`src/design/pic_pkg.sv`:
```
// Shared constants, codes and types for the primitive point containment pipeline.
package pic_pkg;

  localparam int COORD_WIDTH     = 16;
  localparam int COORD_FRAC_BITS = 12;

  localparam int MAG_W  = COORD_WIDTH;
  localparam int SQ_W   = 2 * COORD_WIDTH - 1;
  localparam int XY_W   = 2 * COORD_WIDTH;
  localparam int SUM3_W = 2 * COORD_WIDTH;
  localparam int A_W    = SUM3_W + 1;
  localparam int RAD_W  = 16;
  localparam int RSQ_W  = 2 * RAD_W;
  localparam int S_W    = (A_W > RSQ_W) ? A_W : RSQ_W;
  localparam int SL_W   = S_W / 2;
  localparam int SH_W   = S_W - SL_W;
  localparam int LHS_W  = 2 * S_W;
  localparam int XY4_W  = XY_W + 2;
  localparam int D_W    = COORD_FRAC_BITS + 2;
  localparam int D2_W   = 2 * D_W;

  localparam logic [MAG_W-1:0]  ONE  = MAG_W'(1) << COORD_FRAC_BITS;
  localparam logic [SUM3_W-1:0] ONE2 = SUM3_W'(1) << (2 * COORD_FRAC_BITS);

  localparam int N_STAGES = 7;

  localparam int SHAPE_W    = 3;
  localparam int CFG_IDX_W  = 1;
  localparam int CFG_DATA_W = 16;

  localparam logic [SHAPE_W-1:0] PRIM_SPHERE   = 3'd0;
  localparam logic [SHAPE_W-1:0] PRIM_CUBE     = 3'd1;
  localparam logic [SHAPE_W-1:0] PRIM_CYLINDER = 3'd2;
  localparam logic [SHAPE_W-1:0] PRIM_CONE     = 3'd3;
  localparam logic [SHAPE_W-1:0] PRIM_TORUS    = 3'd4;

  localparam logic [CFG_IDX_W-1:0] CFG_SHAPE_KIND  = 1'b0;
  localparam logic [CFG_IDX_W-1:0] CFG_TUBE_RADIUS = 1'b1;

  localparam logic [SHAPE_W-1:0] SHAPE_RESET  = PRIM_SPHERE;
  localparam logic [RAD_W-1:0]   RADIUS_RESET = 16'd4096;

  // Per-stage load enables from the pipeline control.
  typedef struct packed {
    logic [N_STAGES-1:0] en;
  } pipe_ctrl_t;

  // Squares and per-axis flags handed from the front end to the evaluation stages.
  typedef struct packed {
    logic [SQ_W-1:0] x2;
    logic [SQ_W-1:0] y2;
    logic [SQ_W-1:0] z2;
    logic [D_W-1:0]  d;
    logic            az_le_one;
    logic            cube_in;
  } sq_t;

endpackage

```
`src/design/pic_ctrl.sv`:
```
// Valid tracking and stall propagation for the seven-stage pipeline.
module pic_ctrl import pic_pkg::*; (
  input  logic       clk,
  input  logic       rst_n,
  input  logic       in_valid,
  input  logic       out_stall,
  output logic       in_stall,
  output logic       out_valid,
  output pipe_ctrl_t ctrl
);

  logic [N_STAGES-1:0] vld_r;
  logic [N_STAGES-1:0] vld_nxt;
  logic [N_STAGES-1:0] rdy;

  // A stage can load when it is empty or when the stage after it moves on.
  always_comb begin
    rdy[N_STAGES-1] = !vld_r[N_STAGES-1] || !out_stall;
    for (int k = N_STAGES - 2; k >= 0; k--) begin
      rdy[k] = !vld_r[k] || rdy[k+1];
    end
  end

  always_comb begin
    vld_nxt[0] = rdy[0] ? in_valid : vld_r[0];
    for (int k = 1; k < N_STAGES; k++) begin
      vld_nxt[k] = rdy[k] ? vld_r[k-1] : vld_r[k];
    end
  end

  always_ff @(posedge clk) begin
    if (!rst_n) begin
      vld_r <= '0;
    end else begin
      vld_r <= vld_nxt;
    end
  end

  assign ctrl.en   = rdy;
  assign in_stall  = !rdy[0];
  assign out_valid = vld_r[N_STAGES-1];

endmodule

```
`src/design/pic_magsq.sv`:
```
// Front end: coordinate magnitudes, then squares and per-axis bound checks.
module pic_magsq import pic_pkg::*; (
  input  logic                          clk,
  input  pipe_ctrl_t                    ctrl,
  input  logic signed [COORD_WIDTH-1:0] pos_x,
  input  logic signed [COORD_WIDTH-1:0] pos_y,
  input  logic signed [COORD_WIDTH-1:0] pos_z,
  output sq_t                           sq
);

  function automatic logic [MAG_W-1:0] mag(input logic [COORD_WIDTH-1:0] v);
    logic [MAG_W-1:0] r;
    r = v[COORD_WIDTH-1] ? (~v + 1'b1) : v;
    return r;
  endfunction

  logic [MAG_W-1:0]   ax_r, ay_r, az_r;
  logic               zneg_r;
  logic [2*MAG_W-1:0] x2_full, y2_full, z2_full;
  logic [D_W-1:0]     d_nxt;
  sq_t                sq_r;
  sq_t                sq_nxt;

  // Stage 1: magnitudes. The most negative code has magnitude 2^(width-1),
  // which still fits unsigned.
  always_ff @(posedge clk) begin
    if (ctrl.en[0]) begin
      ax_r   <= mag(pos_x);
      ay_r   <= mag(pos_y);
      az_r   <= mag(pos_z);
      zneg_r <= pos_z[COORD_WIDTH-1];
    end
  end

  // Stage 2: squares and the cone's (1 - z) term. The truncation of d only
  // matters when |z| > 1, where the cone test fails anyway.
  always_comb begin
    x2_full = ax_r * ax_r;
    y2_full = ay_r * ay_r;
    z2_full = az_r * az_r;
    d_nxt   = zneg_r ? (D_W'(ONE) + D_W'(az_r)) : (D_W'(ONE) - D_W'(az_r));
    sq_nxt.x2        = x2_full[SQ_W-1:0];
    sq_nxt.y2        = y2_full[SQ_W-1:0];
    sq_nxt.z2        = z2_full[SQ_W-1:0];
    sq_nxt.d         = d_nxt;
    sq_nxt.az_le_one = (az_r <= ONE);
    sq_nxt.cube_in   = (ax_r <= ONE) && (ay_r <= ONE) && (az_r <= ONE);
  end

  always_ff @(posedge clk) begin
    if (ctrl.en[1]) begin
      sq_r <= sq_nxt;
    end
  end

  assign sq = sq_r;

endmodule

```
`src/design/pic_eval.sv`:
```
// Back end: sums, shape comparisons, the split torus square and the result select.
module pic_eval import pic_pkg::*; (
  input  logic               clk,
  input  pipe_ctrl_t         ctrl,
  input  sq_t                sq,
  input  logic [SHAPE_W-1:0] shape_kind,
  input  logic [RAD_W-1:0]   tube_radius,
  output logic               inside_res
);

  typedef struct packed {
    logic sphere;
    logic cube;
    logic cyl;
    logic cone;
  } flags_t;

  logic [RSQ_W-1:0]  rsq_r;

  // Stage 3
  logic [XY_W-1:0]   xy_r;
  logic [SUM3_W-1:0] sum3_r;
  logic [D2_W-1:0]   d2_r;
  logic              az_le_one_r;
  logic              cube_in_r;

  // Stage 4
  logic [A_W-1:0]    a_val;
  logic [S_W-1:0]    a_ext, b_ext;
  flags_t            fl4_r, fl4_nxt;
  logic [S_W-1:0]    s_r;
  logic [XY4_W-1:0]  xy4_r;

  // Stage 5
  logic [SH_W-1:0]      s_hi;
  logic [SL_W-1:0]      s_lo;
  logic [2*SH_W-1:0]    hh_r;
  logic [SH_W+SL_W-1:0] hl_r;
  logic [2*SL_W-1:0]    ll_r;
  flags_t               fl5_r;
  logic [XY4_W-1:0]     xy4_5_r;

  // Stage 6
  logic [LHS_W-1:0]  lhs_r;
  flags_t            fl6_r;
  logic [XY4_W-1:0]  xy4_6_r;

  // Stage 7
  logic              torus_in;
  logic              inside_r, inside_nxt;

  // The user must change the radius only while the pipeline is empty; the block does not
  // enforce this. Its square is simply recomputed every cycle.
  always_ff @(posedge clk) begin
    rsq_r <= tube_radius * tube_radius;
  end

  always_ff @(posedge clk) begin
    if (ctrl.en[2]) begin
      xy_r        <= XY_W'(sq.x2) + XY_W'(sq.y2);
      sum3_r      <= SUM3_W'(sq.x2) + SUM3_W'(sq.y2) + SUM3_W'(sq.z2);
      d2_r        <= sq.d * sq.d;
      az_le_one_r <= sq.az_le_one;
      cube_in_r   <= sq.cube_in;
    end
  end

  always_comb begin
    a_val          = A_W'(sum3_r) + A_W'(ONE2);
    a_ext          = S_W'(a_val);
    b_ext          = S_W'(rsq_r);
    fl4_nxt.sphere = (sum3_r <= ONE2);
    fl4_nxt.cube   = cube_in_r;
    fl4_nxt.cyl    = az_le_one_r && (SUM3_W'(xy_r) <= ONE2);
    // 4(x^2+y^2) <= d^2 is the same as x^2+y^2 <= floor(d^2/4).
    fl4_nxt.cone   = az_le_one_r && ({xy_r, 2'b00} <= XY4_W'(d2_r));
  end

  always_ff @(posedge clk) begin
    if (ctrl.en[3]) begin
      fl4_r <= fl4_nxt;
      s_r   <= (a_ext >= b_ext) ? (a_ext - b_ext) : (b_ext - a_ext);
      xy4_r <= {xy_r, 2'b00};
    end
  end

  // The square of s is built from three partial products of its halves.
  assign s_hi = s_r[S_W-1:SL_W];
  assign s_lo = s_r[SL_W-1:0];

  always_ff @(posedge clk) begin
    if (ctrl.en[4]) begin
      hh_r    <= s_hi * s_hi;
      hl_r    <= s_hi * s_lo;
      ll_r    <= s_lo * s_lo;
      fl5_r   <= fl4_r;
      xy4_5_r <= xy4_r;
    end
  end

  always_ff @(posedge clk) begin
    if (ctrl.en[5]) begin
      lhs_r   <= (LHS_W'(hh_r) << (2 * SL_W)) + (LHS_W'(hl_r) << (SL_W + 1))
                 + LHS_W'(ll_r);
      fl6_r   <= fl5_r;
      xy4_6_r <= xy4_5_r;
    end
  end

  assign torus_in = (lhs_r <= LHS_W'(xy4_6_r));

  always_comb begin
    case (shape_kind)
      PRIM_SPHERE:   inside_nxt = fl6_r.sphere;
      PRIM_CUBE:     inside_nxt = fl6_r.cube;
      PRIM_CYLINDER: inside_nxt = fl6_r.cyl;
      PRIM_CONE:     inside_nxt = fl6_r.cone;
      PRIM_TORUS:    inside_nxt = torus_in;
      default:       inside_nxt = 1'b0;
    endcase
  end

  always_ff @(posedge clk) begin
    if (ctrl.en[6]) begin
      inside_r <= inside_nxt;
    end
  end

  assign inside_res = inside_r;

endmodule

```
`src/design/primitive_point_inside_test_core.sv`:
```
// Top level of the point containment test against a configurable unit primitive.
//
// This block takes one point per transfer, as three signed Q4.12 coordinates in its
// primitive's canonical space, and returns one bit per point that says whether the
// point lies inside or on the selected unit primitive: sphere, cube, cylinder, cone
// or a torus whose tube radius is programmed in unsigned Q4.12. All squares, sums
// and the torus product are carried at full width, so every comparison is exact.
// The block is a seven-stage pipeline. While the output is not stalled, a new point
// can be accepted in every cycle, so the sustained rate is one point per clock. The
// pipeline depth is set by the torus test, whose square of a 33-bit difference is
// split into partial products over two stages before the final compare. Valid bits
// travel with each stage, so empty stages close up behind a stalled result and the
// input keeps taking points until the pipeline is really full. Shape codes 5 to 7
// select no primitive and always report outside. Configuration writes take effect at
// once and are meant to be issued only while no point is in flight; there is no
// read-back and no clearing pass after reset.
module primitive_point_inside_test_core import pic_pkg::*; (
  input  logic                          clk,
  input  logic                          rst_n,

  input  logic                          in_valid,
  output logic                          in_stall,
  input  logic signed [COORD_WIDTH-1:0] in_pos_x,
  input  logic signed [COORD_WIDTH-1:0] in_pos_y,
  input  logic signed [COORD_WIDTH-1:0] in_pos_z,

  output logic                          out_valid,
  input  logic                          out_stall,
  output logic                          out_inside_res,

  input  logic                          cfg_wr_en,
  input  logic [CFG_IDX_W-1:0]          cfg_index,
  input  logic [CFG_DATA_W-1:0]         cfg_wdata
);

  logic [SHAPE_W-1:0] shape_kind_r;
  logic [RAD_W-1:0]   tube_radius_r;
  pipe_ctrl_t         ctrl;
  sq_t                sq;

  // Configuration registers. The index is one bit wide, so every write lands
  // on one of the two registers.
  always_ff @(posedge clk) begin
    if (!rst_n) begin
      shape_kind_r  <= SHAPE_RESET;
      tube_radius_r <= RADIUS_RESET;
    end else if (cfg_wr_en) begin
      case (cfg_index)
        CFG_SHAPE_KIND:  shape_kind_r  <= cfg_wdata[SHAPE_W-1:0];
        CFG_TUBE_RADIUS: tube_radius_r <= cfg_wdata[RAD_W-1:0];
        default:         shape_kind_r  <= shape_kind_r;
      endcase
    end
  end

  // Stage valids and the stall chain back to the input.
  pic_ctrl u_ctrl (
    .clk       (clk),
    .rst_n     (rst_n),
    .in_valid  (in_valid),
    .out_stall (out_stall),
    .in_stall  (in_stall),
    .out_valid (out_valid),
    .ctrl      (ctrl)
  );

  // Stages one and two: magnitudes, squares and the axis bounds.
  pic_magsq u_magsq (
    .clk   (clk),
    .ctrl  (ctrl),
    .pos_x (in_pos_x),
    .pos_y (in_pos_y),
    .pos_z (in_pos_z),
    .sq    (sq)
  );

  // Stages three to seven: shape tests and the registered result.
  pic_eval u_eval (
    .clk         (clk),
    .ctrl        (ctrl),
    .sq          (sq),
    .shape_kind  (shape_kind_r),
    .tube_radius (tube_radius_r),
    .inside_res  (out_inside_res)
  );

endmodule

```
`config.mk`:
```
export PLATFORM = sky130hd
export DESIGN_NAME = primitive_point_inside_test_core
export DESIGN_NICKNAME = d
export VERILOG_FILES = /design/src/design/pic_pkg.sv /design/src/design/pic_ctrl.sv /design/src/design/pic_magsq.sv /design/src/design/pic_eval.sv /design/src/design/primitive_point_inside_test_core.sv
export SDC_FILE = /design/constraint.sdc
export NUM_CORES = 2
export LEC_CHECK = 0
export BUFFER_PORTS_ARGS = -buffer_cell sky130_fd_sc_hd__buf_4
export CORE_MARGIN = 2
export CORE_UTILIZATION = 25
export DETAILED_ROUTE_END_ITERATION = 12
export PLACE_DENSITY = 0.45
export SYNTH_ARGS = -nofsm -noshare
export SYNTH_HDL_FRONTEND = slang
export SYNTH_SLANG_ARGS = --single-unit
export TNS_END_PERCENT = 100
```
`constraint.sdc`:
```
create_clock -name clk -period 6.9 [get_ports clk]
set_input_delay 1.725 -clock clk [delete_from_list [all_inputs] [get_ports clk]]
set_output_delay 1.725 -clock clk [all_outputs]
set_load 0.02 [all_outputs]
```
==> impl_metrics.csv <==
group,metric,value,unit
floorplanning,rows,216,
cts,clkTransAtPathRegs,0.06,ns
cts,cts-buffers-inserted,73,
global_route,grt_pass1_vias,65400,
global_route,globalRouteTotalUtil,13.6,%
yosys,seq_area_frac_synth,20.4,%
floorplanning,io-pin-count,73,
yosys,synth_cell_types,86,
drt,wl_per_cell,17.5,µm
cts,htree_levels,3,
yosys,yosysWarnings,0,
setup_path,cpPeakStageDelay,0.53,ns
drt,dr.pass1.iters,5,
timing,tightestPinTransition,1.15,ns
run_status,status,"complete, no violations",
setup_path,cp.buffers_inverters,8,
cts,clockRootBuffer,"clkbuf_16",
finish,area_growth,11.7,%
placement,routabilityCongestion,0.845,
timing,period_minus_slack,6.60,ns
finish,final_common_cell,"inv_1",
yosys,synth.top_cell.area_share,30.9,%
yosys,synthArstFlopShare,0,%
timing,finClkSkew,0.0654,ns
placement,io_buffers,72,
yosys,synth_area,0.0869,mm²
timing,period_share,95.7,%
floorplanning,start_util,25.1,%
yosys,synth.avg_cell_area,9.86,µm²
setup_path,crit_family,"adder cells",
timing,hold_viol,0,
setup_path,cpMaxStageDelayCell,"fa_1",
setup_path,worst_setup_path_end_kind,"flip-flop",
cts,clock_latency,0.71,ns
global_route,grt_pass1_wl,379000,µm
cts,cts.path.max_buffers,3,
drt,drt_iter0_markers,3324,
finish,nets,11400,
finish,fin_area,0.0971,mm²
setup_path,path_cells,"buf_4, buf_4, buf_4, and2_1, fa_1, inv_1, fa_1, fa_1, inv_1, fa_1, fa_1, inv_1, fa_1, inv_1, ha_1, and4_1, nand2_1, o211ai_1, a2111oi_2, buf_4, o31a_1, nor4_1, nor3_1, xnor2_1",
finish,drive_gt1_share,5.94,%
yosys,ys.flop_type,"edfxtp_1",
placement,dp_hpwl,200000,µm
finish,mostFrequentLayoutCells,"1,952 x inv_1, 1,341 x fa_1, 1,014 x ha_1, 811 x nand2_1, 551 x edfxtp_1",
yosys,synth.area.top_cells,"fa_1 31%, edfxtp_1 19%, ha_1 15%, inv_1 8.4%, nand2_1 3.5%",
floorplanning,core_area,0.346,mm²
cts,cts_tree,"yes",
global_route,grt_antenna_before_repair,5,
timing,slew_viol_final,0,
drt,final_antenna_net_count,0,
drt,wirelength,238000,µm
global_route,grt-ovfl-total,0,
timing,fmax,151,MHz
min_path,worst_hold_path_type,"flip-flop to flip-flop",
drt,route.detailed.drc,0,
timing,holdWs,0.415,ns
yosys,synth_edf_count,551,
setup_path,cp-start-kind,"flip-flop",
global_route,grt_max_degree,85,
yosys,syn_inst,8812,
yosys,yosys.area.top_type,"fa_1",
setup_path,cp.required,7.32,ns
yosys,synth_nets,11200,
floorplanning,die_w,593,µm
flow_run,max_cap_violations,0,
setup_path,critical_path.most_common_cell,"fa_1",
floorplanning,die_area,0.352,mm²
drt,vias,60000,
finish,fillCellCount,36500,
setup_path,cp_max_fo,4,
cts,cts.sinks,608,
setup_path,crit_type,"flip-flop to flip-flop",
yosys,ys_ff_latch,608,
setup_path,cp.arrival,7.03,ns
timing,setup_viol_count_final,0,
floorplanning,die_h,593,µm
drt,vias_per_cell,4.40,
placement,placed_cell_area,0.0941,mm²
timing,relSlewSlack,22.6,%
[metal layers]
layer	global-route usage, %	up-vias	routed length (µm)
li1	-	28200	-
met1	18.8	30400	112000
met2	23.0	1035	112000
met3	1.43	249	9070
met4	2.86	0	4900
met5	0	-	0
[through the flow]
step	setup WS [ns]	utilization [%]	setup TNS [ns]	instances
floorplan	0.505	-	0	8812
global placement	-0.00718	27.2	-0.0130	13400
detailed placement	-0.0430	27.2	-0.0430	13400
CTS	0.0111	27.9	0	13600
global route	-0.0137	28.1	-0.0233	13600
finish	0.297	28.1	0	13600
[layout make-up]
class | instances | area [µm²] | share of cell area (%)
multi-input combinational | 6000 | 60900 | 62.8
sequential | 608 | 17700 | 18.2
inverter | 1962 | 7370 | 7.59
tap | 4578 | 5730 | 5.90
timing repair buffer | 332 | 2800 | 2.88
clock buffer | 83 | 1870 | 1.93
clock inverter | 51 | 656 | 0.675
antenna | 2 | 5.00 | 0.00516
[worst paths after layout]
check,cells past startpoint,to,startpoint,slack (ns)
hold reg to reg,0,u_eval.xy4_5_r[18],u_eval.xy4_r[18],0.41
setup / recovery,24,u_eval.hl_r[29],u_eval.s_r[26],0.30
hold / removal,0,u_eval.xy4_5_r[18],u_eval.xy4_r[18],0.41
setup reg to reg,24,u_eval.hl_r[29],u_eval.s_r[26],0.30
[what timing repair did]
item | 4_1_cts | 5_1_grt
pin swaps | 0 | 3
buffers inserted | 5 | 32
resized for setup | 1 | 13
hold endpoints to repair | 0 | 0
hold buffers | 0 | 0
gates cloned | 0 | 0
endpoints found under the setup margin | 4 | 26
[cells in the mapped netlist, drive strengths merged (10+ instances only)]
library cell and n:
buf 13, a31oi 39, nor2b 65, o22ai 11
a21o 206, o21a 51, clkbuf 229, inv 1956
o31a 10, or3 21, o211ai 18, nand3 76
a31o 12, nand2b 59, mux2i 16, o31ai 26
a221oi 11, a21oi 315, fa 1341, nand4 53
xor2 133, a211oi 35, and2 431, nor2 343
or2 32, and3 48, nor3 65, o21bai 45
xnor2 312, a21boi 25, dfxtp 57, o21ai 193
nand2 814, nor4 35, edfxtp 551, ha 1015
[registers in the layout (all words and copies together), names as in the netlist, 27 cells and up]
signal,flops
u_eval.xy4_r,32
u_eval.sum3_r,32
u_eval.lhs_r,65
u_eval.xy4_6_r,32
u_eval.xy_r,32
u_eval.xy4_5_r,32
u_eval.hh_r,33
u_eval.s_r,33
u_magsq.sq,105
u_eval.rsq_r,31
u_eval.d2_r,27
u_eval.hl_r,33
u_eval.ll_r,31
[logic make-up after synthesis]
logic type	after synthesis	synth area share, %
buffers and inverters	2204	9.55
adders and majority gates	2356	45.5
muxes	26	0.327
AOI/OAI and AO/OA	1094	8.24
DFF	608	20.4
and+or+nand+nor	2079	11.5
xor gates and xnor gates	445	4.49
Power is left out: the tool's default activity adds up to more than one toggle a clock period on the data nets, which glitch-free logic cannot reach.
